<file path="src/design/bbc_pkg.sv">
// Shared types and constants for the bounding box centering core.
package bbc_pkg;

  localparam int unsigned POINT_DEPTH_DEF = 64;

  localparam logic [1:0] KIND_OUTLINE = 2'd0;
  localparam logic [1:0] KIND_CIRCLE  = 2'd1;

  localparam logic signed [32:0] BOX_POS_MAX = {1'b0, {32{1'b1}}};
  localparam logic signed [32:0] BOX_NEG_MIN = {1'b1, {32{1'b0}}};

  typedef struct packed {
    logic [1:0]         kind;
    logic signed [31:0] coord_x;
    logic signed [31:0] coord_y;
    logic [30:0]        radius;
    logic               final_item;
  } bbc_in_t;

  typedef struct packed {
    logic signed [31:0] shifted_x;
    logic signed [31:0] shifted_y;
    logic signed [31:0] centre_x;
    logic signed [31:0] centre_y;
    logic               dropped;
    logic               run_end;
  } bbc_out_t;

  typedef struct packed {
    logic upd;
    logic clr;
  } bbc_box_ctrl_t;

  typedef enum logic [1:0] {
    ST_LOAD,
    ST_CENTRE,
    ST_REPLAY
  } bbc_state_e;

endpackage

</file>
<file path="src/design/bbc_mem.sv">
// Point store: one write port, one registered read port.
module bbc_mem import bbc_pkg::*; #(
  parameter int unsigned POINT_DEPTH = POINT_DEPTH_DEF,
  parameter int unsigned AW          = $clog2(POINT_DEPTH)
) (
  input  logic          clk_i,
  input  logic          we_i,
  input  logic [AW-1:0] waddr_i,
  input  logic [63:0]   wdata_i,
  input  logic          re_i,
  input  logic [AW-1:0] raddr_i,
  output logic [63:0]   rdata_o
);

  logic [63:0] mem_q [POINT_DEPTH];
  logic [63:0] rdata_q;

  always_ff @(posedge clk_i) begin
    if (we_i) begin
      mem_q[waddr_i] <= wdata_i;
    end
  end

  always_ff @(posedge clk_i) begin
    if (re_i) begin
      rdata_q <= mem_q[raddr_i];
    end
  end

  assign rdata_o = rdata_q;

endmodule

</file>
<file path="config.mk">
export PLATFORM = sky130hd
export DESIGN_NAME = bbc_mem
export DESIGN_NICKNAME = d
export VERILOG_FILES = /design/src/design/bbc_pkg.sv /design/src/design/bbc_mem.sv
export SDC_FILE = /design/constraint.sdc
export NUM_CORES = 2
export LEC_CHECK = 0
export BUFFER_PORTS_ARGS = -buffer_cell sky130_fd_sc_hd__buf_2
export CAP_MARGIN = 0
export CORE_ASPECT_RATIO = 1.4
export CORE_MARGIN = 2
export CORE_UTILIZATION = 40
export CTS_CLUSTER_DIAMETER = 120
export DETAILED_ROUTE_END_ITERATION = 16
export SLEW_MARGIN = 20
export SYNTH_ARGS = -nofsm -noshare
export SYNTH_HDL_FRONTEND = slang
export SYNTH_SLANG_ARGS = --single-unit
</file>
<file path="constraint.sdc">
create_clock -name clk_i -period 7.2 [get_ports clk_i]
set_input_delay 0.36 -clock clk_i [delete_from_list [all_inputs] [get_ports clk_i]]
set_output_delay 0.36 -clock clk_i [all_outputs]
set_load 0.01 [all_outputs]
</file>
Word-level counts from Yosys, hierarchy flattened

Memory sizes are Yosys's and may differ from the RTL's. A register that Yosys moved wholly into a read port is not among the register bits.
Index checks and enable logic that the tools add are counted.

RAM bits: 4096
Output and inout port bits: 64
Logic and storage cells: 3
Memory bits (read-only): 0
Input port bits: 79
Bits in latches: 0
Flip-flop bits (word level): 0
Memories kept: 1

Add/subtract/negate cells: 0
Multiplexer cells: 2
Divide/modulo/power cells: 0
Shift operators: 0
Bitwise gates (word level): 0
Multipliers: 0
Reduce and logical (&&, ||, !) cells: 0
$lt $le $gt $ge: 0
Equality and inequality tests: 0

Memories:

| memory | words | bits a word | rd ports | clocked after Yosys merged registers in | write ports | RTL line      | text |
|---|---|---|---|---|---|---|---|
| mem_q  | 64    | 64          | 1        | 1                                       | 1           | bbc_mem.sv:15 | `logic [63:0] mem_q [POINT_DEPTH];` |

Operators with widths:

| kind    | number |
|---|---|
| $mux W1 | 2 |

Logic depth before layout (Yosys ltp)

Depth after elaboration: 2
Depth in mapped cells: 9
Gate-level depth less buffers: 5

Least setup slack after synthesis

OpenSTA, ideal clock, no wires.

Kind: input to register
Start: in waddr_i[3]
End: mem mem_q[48][0], enable pin
Data required time: 6.636 ns
Cell stages on the path: 4
Buffers on the path: 1
Setup slack: 1.404 ns
Data arrival time: 5.232 ns
Setup time: 0.564 ns
Cell sequence: clkbuf_1 -> nor2b_1 -> nand4b_1 -> nor3_1

RTL lines:

| what               | RTL line      | text |
|---|---|---|
| start: declaration | bbc_mem.sv:8  | `input logic [AW-1:0] waddr_i,` |
| end: declaration   | bbc_mem.sv:15 |  |

Straight into the memory's write port.

==> flow_summary_export.csv <==
group,metric,value,unit
run_status,outcome,"complete, but fails checks",
run_status,failed_checks,"negative hold slack",
pwr,ir_worst_vdd,0.217,mV
cts,cts_inserted_buffers,374,
die,placementRows,272,
yosys,postSynthCellCount,6598,
final_layout,area_growth,12.9,%
route,drtAntennaViolNets,0,
yosys,synth-seq-cells,4160,
die,dieArea,0.398,sq mm
yosys,synth-async-reset-ratio,0,
setup_path,crit_chain,"buf_8 > buf_12 > mux4_2 > or3_1 > a41oi_1 > a211oi_1",
pwr,leakage,54.3,nW
sta,min_period,2.87,ns
cts,worstSkewPairLatency,0.94,ns
setup_path,end_kind,"flop",
setup_path,cp_max_fo,106,
global_routing,grt_pass1_vias,76100,
sta,tightest_slew,1.20,ns
global_routing,antenna_found_initial,35,
yosys,yosysUniqueCellTypes,32,
sta,max-slew-margin-rel,0.197,
job,cap_violations,0,
cts,cts_tree,"done",
placed_design,post_dp_cell_area,0.165,sq mm
route,vias,74700,
setup_path,worst_path_max_delay_cell,"a41oi_1",
route,drt-initial-drc-count,9297,
yosys,syn_area,0.157,sq mm
cts,root_buffer,"clkbuf_16",
yosys,synth_area_leaders,"edfxtp_1 80%, mux4_2 15%, mux2i_1 0.86%, a22oi_1 0.80%, buf_2 0.54%",
route,wire_per_inst,35.6,microns
die,core,0.391,sq mm
placed_design,numPortBuffers,142,
sta,fin_setup_tns,0,ns
global_routing,grt_pass1_wl,611,mm
yosys,synth.top_cell.area_share,0.796,
yosys,synth_top_cell_by_area,"edfxtp_1",
pwr,total_power,49.2,mW
yosys,yosysWarnings,0,
placed_design,dp_hpwl,221,mm
placed_design,post-place-cells,11800,
cts,h-tree-depth,5,
sta,hold-worst-slack,-0.0195,ns
yosys,ys.flop_type,"edfxtp_1",
cts,clk_path_buf_depth,4,
route,drt_first_pass_iters,6,
final_layout,nNetsFinal,7015,
global_routing,grt_max_degree,128,
pwr,power.density,278,mW/mm^2
setup_path,crit_buf_inv,2,
route,viasPerCell,6.01,
yosys,syn_nets,6677,
die,die-height,745,microns
die,initial_utilization,0.401,
setup_path,cp-start-kind,"input port",
setup_path,cp.arrival,3.48,ns
cts,cts_resized,0,
global_routing,grt_use_total,0.219,
hold_path,hold_path_class,"in -> reg",
die,die_w,533,microns
setup_path,critPathTopFamily,"compound AO/OA/AOI/OAI gates",
placed_design,gp_congestion,0.774,
setup_path,worst-setup-path-type,"in -> reg",
setup_path,worst_ep_required_time,7.81,ns
cts,cts_setup_buffers,0,
cts,path_clk_slew,0.06,ns
final_layout,design_area,0.177,sq mm
setup_path,max_stage_delay,0.87,ns
yosys,ys_seq_area_frac,0.796,
sta,finalHoldViolations,47,
yosys,synth_edf_count,4160,
cts,ctsHoldBuffers,1,
final_layout,instances_no_fill,12400,
cts,clock_sinks,4160,
yosys,synth.avg_cell_area,23.8,sq um
global_routing,grt-ovfl-total,0,
final_layout,n_fill_cell,32300,
sta,max_freq,349,MHz
sta,fin_crit_sh,0.398,
die,boundaryPins,143,
final_layout,final_core_util,0.453,
sta,finalSetupViolCount,0,
sta,slew_violations,0,
route,routed_wl,443,mm
final_layout,drive_above_1_share,0.273,
sta,rsz0062_at_grt,"false",
route,post-route-drc-count,0,
sta,finClkSkew,0.0813,ns
==> power breakdown <==
group / internal (mW) / switching (mW) / total, mW / leakage [nW]
combinational: 0.827 / 1.42 / 2.25 / 11.0
sequential: 26.9 / 0.0917 / 27.0 / 37.5
clock: 11.3 / 8.73 / 20.0 / 5.83
total: 38.9 / 10.2 / 49.2 / 54.3
==> flip-flops by register name (all words and copies together) (netlist names) <==
| signal | cells |
|---|---|
| rdata_o | 64 |
| mem_q | 4096 |
==> cells by family (layout without fill, tap and decap cells) <==
logic type,count (synthesis),after routing,share of synthesized area
DFF,4160,4160,0.796
muxes,1159,1159,0.156
AOI/OAI and AO/OA,504,504,0.0247
buffers and inverters,389,1002,0.0118
and+or+nand+nor,386,386,0.0123
other,0,19,0
==> placed cells by master (no fill, tap or decap), types with 28 or more instances in the layout <==
cell	netlist	routed
a211oi_1	63	63
a22o_1	88	88
a22oi_1	168	168
and3_1	64	64
buf_12	0	61
buf_2	170	123
buf_4	34	136
bufinv_16	0	45
clkbuf_1	140	69
clkbuf_16	0	380
clkinv_1	0	67
clkinv_2	0	63
edfxtp_1	4160	4160
mux2i_1	135	135
mux4_2	1024	1024
nand2_1	58	55
nand3_1	45	45
nor2_1	112	47
nor2_4	0	65
o221ai_1	38	38
o22ai_1	83	83
or2_2	28	28
or3_1	29	29
==> per-stage QoR <==
step           setup WS [ns]  hold WS (ns)
2_1_floorplan           1.40         0.459
3_3_place_gp            3.31         0.794
3_5_place_dp            3.30         0.794
4_1_cts                 4.31        0.0873
5_1_grt                 4.17       0.00384
6_report                4.33       -0.0195
==> synthesized netlist by cell type (all sizes together) (18+ instances only) <==
cell / n
edfxtp: 4160
mux4: 1024
buf: 230
a22oi: 168
clkbuf: 140
mux2i: 135
nor2: 112
a22o: 88
o22ai: 83
and3: 64
a211oi: 63
nand2: 58
nand3: 45
o221ai: 38
or3: 29
nor2b: 28
or2: 28
a41oi: 26
a2bb2oi: 19
inv: 19
a31oi: 18
==> worst paths after layout <==
check	startpoint	endpoint	slack [ns]	cells after the start
setup / recovery	raddr_i[1]	rdata_o[20]	4.33	6
hold / removal	wdata_i[13]	mem_q[25][13]	-0.02	1
setup reg to reg	mem_q[32][20]	rdata_o[20]	4.77	4
hold reg to reg	mem_q[38][0]	rdata_o[0]	0.89	4
==> worst register-to-register path, cell delays in order, from the launching register on <==
cell	delay [ns]
edfxtp_1	0.38
mux4_2	0.45
or3_1	0.31
a41oi_1	0.87
a211oi_1	0.12
==> area by class of cell <==
class | instances | area [sq um] | share of cell area
multi-input cells | 2049 | 30800 | 0.174
inverters | 19 | 71.3 | 0.000402
flip-flops and latches | 4160 | 125000 | 0.705
diodes | 19 | 47.5 | 0.000268
well taps | 5206 | 6510 | 0.0367
clock buffers | 449 | 9770 | 0.0551
clock inverters | 202 | 2160 | 0.0122
repair buffers | 332 | 2990 | 0.0169
==> layer usage <==
metal | global-route usage | wire length (microns) | part of all wire
met5 | 0 | 34 | 0.000077
met4 | 0.0691 | 15100 | 0.034
met3 | 0.0328 | 32700 | 0.074
met2 | 0.381 | 229000 | 0.52
met1 | 0.282 | 166000 | 0.38
No activity file was read; power rests on OpenSTA's default activity.
