`src/design/bbc_pkg.sv`:
```
// Shared types and constants for the bounding box centering core.
package bbc_pkg;

  localparam int unsigned POINT_DEPTH_DEF = 64;

  localparam logic [1:0] KIND_OUTLINE = 2'd0;
  localparam logic [1:0] KIND_CIRCLE  = 2'd1;

  localparam logic signed [32:0] BOX_POS_MAX = {1'b0, {32{1'b1}}};
  localparam logic signed [32:0] BOX_NEG_MIN = {1'b1, {32{1'b0}}};

  typedef struct packed {
    logic [1:0]         kind;
    logic signed [31:0] coord_x;
    logic signed [31:0] coord_y;
    logic [30:0]        radius;
    logic               final_item;
  } bbc_in_t;

  typedef struct packed {
    logic signed [31:0] shifted_x;
    logic signed [31:0] shifted_y;
    logic signed [31:0] centre_x;
    logic signed [31:0] centre_y;
    logic               dropped;
    logic               run_end;
  } bbc_out_t;

  typedef struct packed {
    logic upd;
    logic clr;
  } bbc_box_ctrl_t;

  typedef enum logic [1:0] {
    ST_LOAD,
    ST_CENTRE,
    ST_REPLAY
  } bbc_state_e;

endpackage

```
`src/design/bbc_box.sv`:
```
// Running bounding box and centre offset computation.
module bbc_box import bbc_pkg::*; (
  input  logic               clk_i,
  input  logic               rst_ni,
  input  bbc_box_ctrl_t      ctrl_i,
  input  bbc_in_t            pt_i,
  output logic signed [31:0] centre_x_o,
  output logic signed [31:0] centre_y_o
);

  logic signed [32:0] min_x_q, min_x_d, max_x_q, max_x_d;
  logic signed [32:0] min_y_q, min_y_d, max_y_q, max_y_d;
  logic               seen_q, seen_d;
  logic signed [32:0] x33, y33, r33;
  logic signed [32:0] lo_x, hi_x, lo_y, hi_y;
  logic               widen;
  logic signed [33:0] sum_x, sum_y, half_x, half_y;

  always_comb begin
    x33 = {pt_i.coord_x[31], pt_i.coord_x};
    y33 = {pt_i.coord_y[31], pt_i.coord_y};
    r33 = (pt_i.kind == KIND_CIRCLE) ? {2'b00, pt_i.radius} : 33'sd0;
    lo_x = x33 - r33;
    hi_x = x33 + r33;
    lo_y = y33 - r33;
    hi_y = y33 + r33;
    widen = ctrl_i.upd && (pt_i.kind == KIND_OUTLINE || pt_i.kind == KIND_CIRCLE);

    min_x_d = min_x_q;
    max_x_d = max_x_q;
    min_y_d = min_y_q;
    max_y_d = max_y_q;
    seen_d  = seen_q;
    if (ctrl_i.clr) begin
      min_x_d = BOX_POS_MAX;
      min_y_d = BOX_POS_MAX;
      max_x_d = BOX_NEG_MIN;
      max_y_d = BOX_NEG_MIN;
      seen_d  = 1'b0;
    end else if (widen) begin
      if (lo_x < min_x_q) min_x_d = lo_x;
      if (hi_x > max_x_q) max_x_d = hi_x;
      if (lo_y < min_y_q) min_y_d = lo_y;
      if (hi_y > max_y_q) max_y_d = hi_y;
      seen_d = 1'b1;
    end
  end

  always_ff @(posedge clk_i or negedge rst_ni) begin
    if (!rst_ni) begin
      min_x_q <= BOX_POS_MAX;
      min_y_q <= BOX_POS_MAX;
      max_x_q <= BOX_NEG_MIN;
      max_y_q <= BOX_NEG_MIN;
      seen_q  <= 1'b0;
    end else begin
      min_x_q <= min_x_d;
      min_y_q <= min_y_d;
      max_x_q <= max_x_d;
      max_y_q <= max_y_d;
      seen_q  <= seen_d;
    end
  end

  // (min + max) / 2 rounded toward zero
  always_comb begin
    sum_x  = {min_x_q[32], min_x_q} + {max_x_q[32], max_x_q};
    sum_y  = {min_y_q[32], min_y_q} + {max_y_q[32], max_y_q};
    half_x = (sum_x + {33'd0, sum_x[33]}) >>> 1;
    half_y = (sum_y + {33'd0, sum_y[33]}) >>> 1;
    centre_x_o = seen_q ? half_x[31:0] : 32'sd0;
    centre_y_o = seen_q ? half_y[31:0] : 32'sd0;
  end

endmodule

```
`config.mk`:
```
export PLATFORM = sky130hd
export DESIGN_NAME = bbc_box
export DESIGN_NICKNAME = d
export VERILOG_FILES = /design/src/design/bbc_pkg.sv /design/src/design/bbc_box.sv
export SDC_FILE = /design/constraint.sdc
export NUM_CORES = 1
export LEC_CHECK = 0
export ABC_AREA = 1
export BUFFER_PORTS_ARGS = -buffer_cell sky130_fd_sc_hd__buf_4
export CORE_ASPECT_RATIO = 1.25
export CORE_MARGIN = 3
export CORE_UTILIZATION = 58
export DETAILED_ROUTE_END_ITERATION = 7
export MAX_ROUTING_LAYER = met4
export PLACE_DENSITY = 0.8
export SLEW_MARGIN = 15
export SYNTH_ARGS = -nofsm -noshare
export SYNTH_HDL_FRONTEND = slang
export SYNTH_SLANG_ARGS = --single-unit
```
`constraint.sdc`:
```
create_clock -name clk_i -period 3.3 [get_ports clk_i]
set_clock_uncertainty 0.1 [all_clocks]
set_input_delay 0.165 -clock clk_i [delete_from_list [all_inputs] [get_ports clk_i]]
set_output_delay 0.165 -clock clk_i [all_outputs]
set_load 0.01 [all_outputs]
```
==> results.md, run 1 <==
* Register area share after synthesis at 0.139
* Post-synth net total at approximately 4.7k
* Num rows at 83
* Number of synthesized flops with an enable pin at 0
* H-tree levels at 4
* Failed at: global routing
* Overflow after GRT at about 910
* Synth async-reset ratio at 1.00
* Synthesized instance count at 4,257
* CTS max path bufs at 2
* Number of I/O pins at approximately 170
* Yosys cell types at 49
* Die span in y at 236 um
* Port bufs at around 160
* Total GRT Usage at 0.887
* Num CTS Buffers at 17
* Final HPWL DP at 85.6 mm
* Synth warn at 0
* Yosys reg bits at ~130
* Post-Synthesis Cell Area at roughly 24,000 um^2
* # clock sinks at around 130
* Largest net degree at the start of global routing at 73
* WEP type: sequential cell input
* Routability-driven placement congestion ratio at ~1.1
* Die Width at about 190 um
* Error msg: [ERROR GRT-0232] Routing congestion too high. Check the congestion heatmap in the GUI.
* Starting Density at 0.592
* GRT worst endpoint: max_x_q[0]$_DFFE_PN0P_/D
* Mapped Avg Cell Area at around 5.8 um^2
* Clock root buffer: clkbuf_16
* Status: did not finish
* Top_reg_cell synth: dfrtp_1
## metrics by stage
stage	setup slack (ns)	cell area [um^2]	cells	utilization
3_5_place_dp	-1.56	33800	5854	0.817
4_1_cts	-0.889	35400	5907	0.857
2_1_floorplan	-0.398	25100	4257	-
3_3_place_gp	-1.41	33800	5854	0.817
## cell usage after synthesis, types with 12 or more instances
cell | instances | area share
dfrtp_1 | 67 | 0.068
nor4_1 | 15 | 0.0038
buf_2 | 34 | 0.0070
nand4_1 | 87 | 0.022
o21a_1 | 19 | 0.0058
nor3_1 | 82 | 0.017
a21oi_1 | 295 | 0.060
inv_1 | 766 | 0.12
clkbuf_1 | 51 | 0.0078
xnor2_1 | 21 | 0.0075
dfstp_2 | 66 | 0.071
o21bai_1 | 12 | 0.0037
nand3_1 | 247 | 0.051
nor2_1 | 482 | 0.074
o21ai_0 | 209 | 0.043
ha_1 | 328 | 0.17
xor2_1 | 91 | 0.033
o211ai_1 | 12 | 0.0037
nand2_2 | 22 | 0.0056
nor2_2 | 20 | 0.0051
nand2_1 | 1211 | 0.19
## kinds of logic after synthesis
kind of cell | synth area share
AND/OR/NAND/NOR | 0.380
AO/OA/AOI/OAI | 0.131
adder cells (fa/ha/maj) | 0.173
flip-flops | 0.139
buffers and inverters | 0.135
XOR/XNOR | 0.0414
## routing by layer
| layer | overflow | track usage |
|---|---|---|
| met4 | 285 | 0.950 |
| met2 | 575 | 1.02 |
| met1 | 23 | 0.839 |
| met3 | 26 | 0.737 |
| met5 | - | - |
## repair_timing
action,4_1_cts
cloned,5
pin swaps,35
buffers inserted,15
hold endpoints to repair,38
setup endpoints to repair,193
gates resized for setup,211
hold buffers,1
==> inputs of run 2 (changes only) <==
CORE_ASPECT_RATIO = unset   (was 1.25)
CORE_UTILIZATION = 40   (was 58)
MAX_ROUTING_LAYER = unset   (was met4)
PLACE_DENSITY = unset   (was 0.8)
PLACE_DENSITY_LB_ADDON = 0.15   (was unset)
clock period = 4.3 ns   (was 3.3 ns; I/O delays follow)
==> results.md, run 2 <==
* Status: completed
* Via count at between 30k and 40k
* Post-Synthesis Cell Area at roughly 24,000 um^2
* Main area contributors after synthesis: nand2_1 19%, ha_1 17%, inv_1 12%
* Top delay family on crit path: buffers and inverters
* Port bufs at ~160
* Yosys cell types at a little under 50
* Crit path capture type: flip-flop
* Final Non-Filler Cells at a little under 6k
* Post-route cell area at roughly 37,000 um^2
* DR vias/cell at about 5.1
* Synth async-reset ratio at 1.00
* Core Util, Final at 0.608
* Num rows at 90
* Pleak at a little under 20 nW
* Tcrit/Tclk final at 0.998
* Most frequent cells in the layout: 1,116 x nand2_1, 917 x buf_4, 735 x inv_1, 403 x nor2_1, 220 x a21oi_1
* Number of I/O pins at between 150 and 200
* Unrepaired setup endpoints after global routing: yes
* Remaining DRCs at 0
* Crit path buf inv count at 26
* # clock sinks at 133
* Slew @ Worst Pin at about 1.2 ns
* Initial antenna violation count at 0
* Final #Nets at 5,590
* Total GRT Usage at 0.298
* Largest net degree at the start of global routing at just over 90
* Die span in y at ~250 um
* Final setup violation count at 0
* Num CTS Buffers at 17
* Die Width at between 200 and 300 um
* Share of the synthesized area in the top cell type at 0.186
* Critical path's slowest cell: ha_1
* Overflow after GRT at 0
* Number of filler cells placed in the layout at just under 6k
* Top_reg_cell synth: dfrtp_1
* Slowest stage delay, CP at between 0.2 and 0.25 ns
* CTS max path bufs at 2
* DRT iter0 DRCs at 2,458
* Share of cells above drive strength 1 at 0.325
* Final Hold Fails at 0
* CP arrival at 4.57 ns
* Mapped Avg Cell Area at 5.75 um^2
* Placed Instance Area at 31,100 um^2
* Worst VDD drop at approximately 0.32 mV
* Number of synthesized flops with an enable pin at 0
* Pins over their slew limit at 0
* Achievable clock frequency at ~230 MHz
* Most frequent cells after synthesis: 1,211 x nand2_1, 766 x inv_1, 482 x nor2_1, 328 x ha_1, 295 x a21oi_1
* Setup tns final at 0 ns
* Register area share after synthesis at 0.139
* Slew margin rel. at 0.169
* Hold WC Path Type: input pin to flip-flop
* Pwr dens at between 400 and 500 nW/um^2
* Hold WS at 0.0557 ns
* Max cap viols at 0
* Vias in the first global route at around 27k
* Placed Cells at about 5.7k
* Post-synth net total at approximately 4.7k
* Crit path launch type: input pin
* Routability-driven placement congestion ratio at about 1.0
* CTS tree: built
* Die area at 64,200 um^2
* # diodes at 0
* Final WL at around 100 mm
* Synth-to-Final Area Change at 50.2%
* Count leader, synth: nand2_1
* Most common cell after layout, fill and taps aside: nand2_1
* Final HPWL DP at approximately 83 mm
* Clk_lat worst skew at roughly 0.45 ns
* Synth warn at 0
* Area leader, netlist: nand2_1
* Crit-path max FO at 8
* Starting Density at 0.405
* CP Class: input pin to flip-flop
* Global-route wire length before repair at 151 mm
* H-tree levels at 4
* DRT Pass-1 Iters at 6
* Worst-path clk slew at ~0.070 ns
* Drt wl/cell at about 18 um
* Post-route ant nets at 0
* Core footprint at between 60,000 and 70,000 um^2
* Yosys reg bits at about 130
* WP data required at about 4.6 ns
* Synthesized instance count at ~4.3k
* Final min period at about 4.3 ns
* Most used cell, CP: buf_4
* Clock root buffer: clkbuf_16
-- run 2: cell counts after synthesis --
No cell type changed its count.
-- run 2: layer usage --
metal	GRT usage	vias up	wire length, um
li1	-	15300	-
met3	0.0296	125	6390
met1	0.432	14100	48900
met4	0.0613	0	2160
met5	0	-	0
met2	0.478	972	46900
-- run 2: kinds of logic (layout without fill, tap and decap cells) --
logic type,count (synthesis),after routing,share of synthesized area
flops,133,133,0.139
simple gates,2214,2216,0.380
compound gates,596,596,0.131
xor+xnor,114,114,0.0414
buf+inv,866,1774,0.135
fa+ha+maj,334,334,0.173
-- run 2: path summary, 6_finish.rpt --
kind / startpoint / to / slack, ns / cells after the start
worst max-delay path: pt_i[97] / max_x_q[32] / 0.01 / 36
worst min-delay path: ctrl_i[0] / min_x_q[22] / 0.06 / 3
worst max register to register: min_y_q[10] / min_y_q[8] / 1.40 / 18
worst min register to register: max_y_q[32] / max_y_q[32] / 0.40 / 2
max in group asynchronous: rst_ni / min_y_q[20] / 2.77 / 3
min in group asynchronous: rst_ni / max_x_q[23] / 0.34 / 2
-- run 2: timing repair --
item	CTS	global route
endpoints found under the hold margin	49	0
setup buffers	26	131
cloned	5	21
endpoints found under the setup margin	151	155
hold buffers	1	0
pin swaps	19	166
gates resized for setup	185	621
-- run 2: report_power, final --
group	internal [mW]	total [mW]	switching [mW]	leakage, nW
registers	1.75	2.32	0.573	1.53
clock network	1.07	1.70	0.628	0.318
logic	5.73	14.2	8.48	17.6
total	8.55	18.2	9.68	19.4
-- run 2: metrics by stage --
| stage | total power, mW | setup WS, ns |
|---|---|---|
| detailed placement | 13.7 | -0.781 |
| global route | 19.9 | -0.151 |
| global placement | 13.6 | -0.753 |
| finish | 18.2 | 0.0102 |
| floorplan | 9.77 | 0.0119 |
| CTS | 16.0 | -0.00340 |
-- run 2: cell type report --
cell class / instances / area, um^2 / area share
tap: 782 / 978 / 0.0266
timing repair buffer: 970 / 7790 / 0.212
clock inverter: 11 / 195 / 0.00531
sequential: 133 / 3460 / 0.0940
clock buffer: 21 / 462 / 0.0126
multi-input combinational: 3260 / 21000 / 0.570
inverter: 772 / 2920 / 0.0793
-- run 2: worst reg2reg max path, delay by kind of cell, from the launching register on --
| family | cells | cell delay (ns) |
|---|---|---|
| buf+inv | 4 | 0.43 |
| compound gates | 2 | 0.24 |
| simple gates | 11 | 1.21 |
| flops | 1 | 0.57 |
| fa+ha+maj | 1 | 0.30 |
Power figures use the tool's default switching activity.
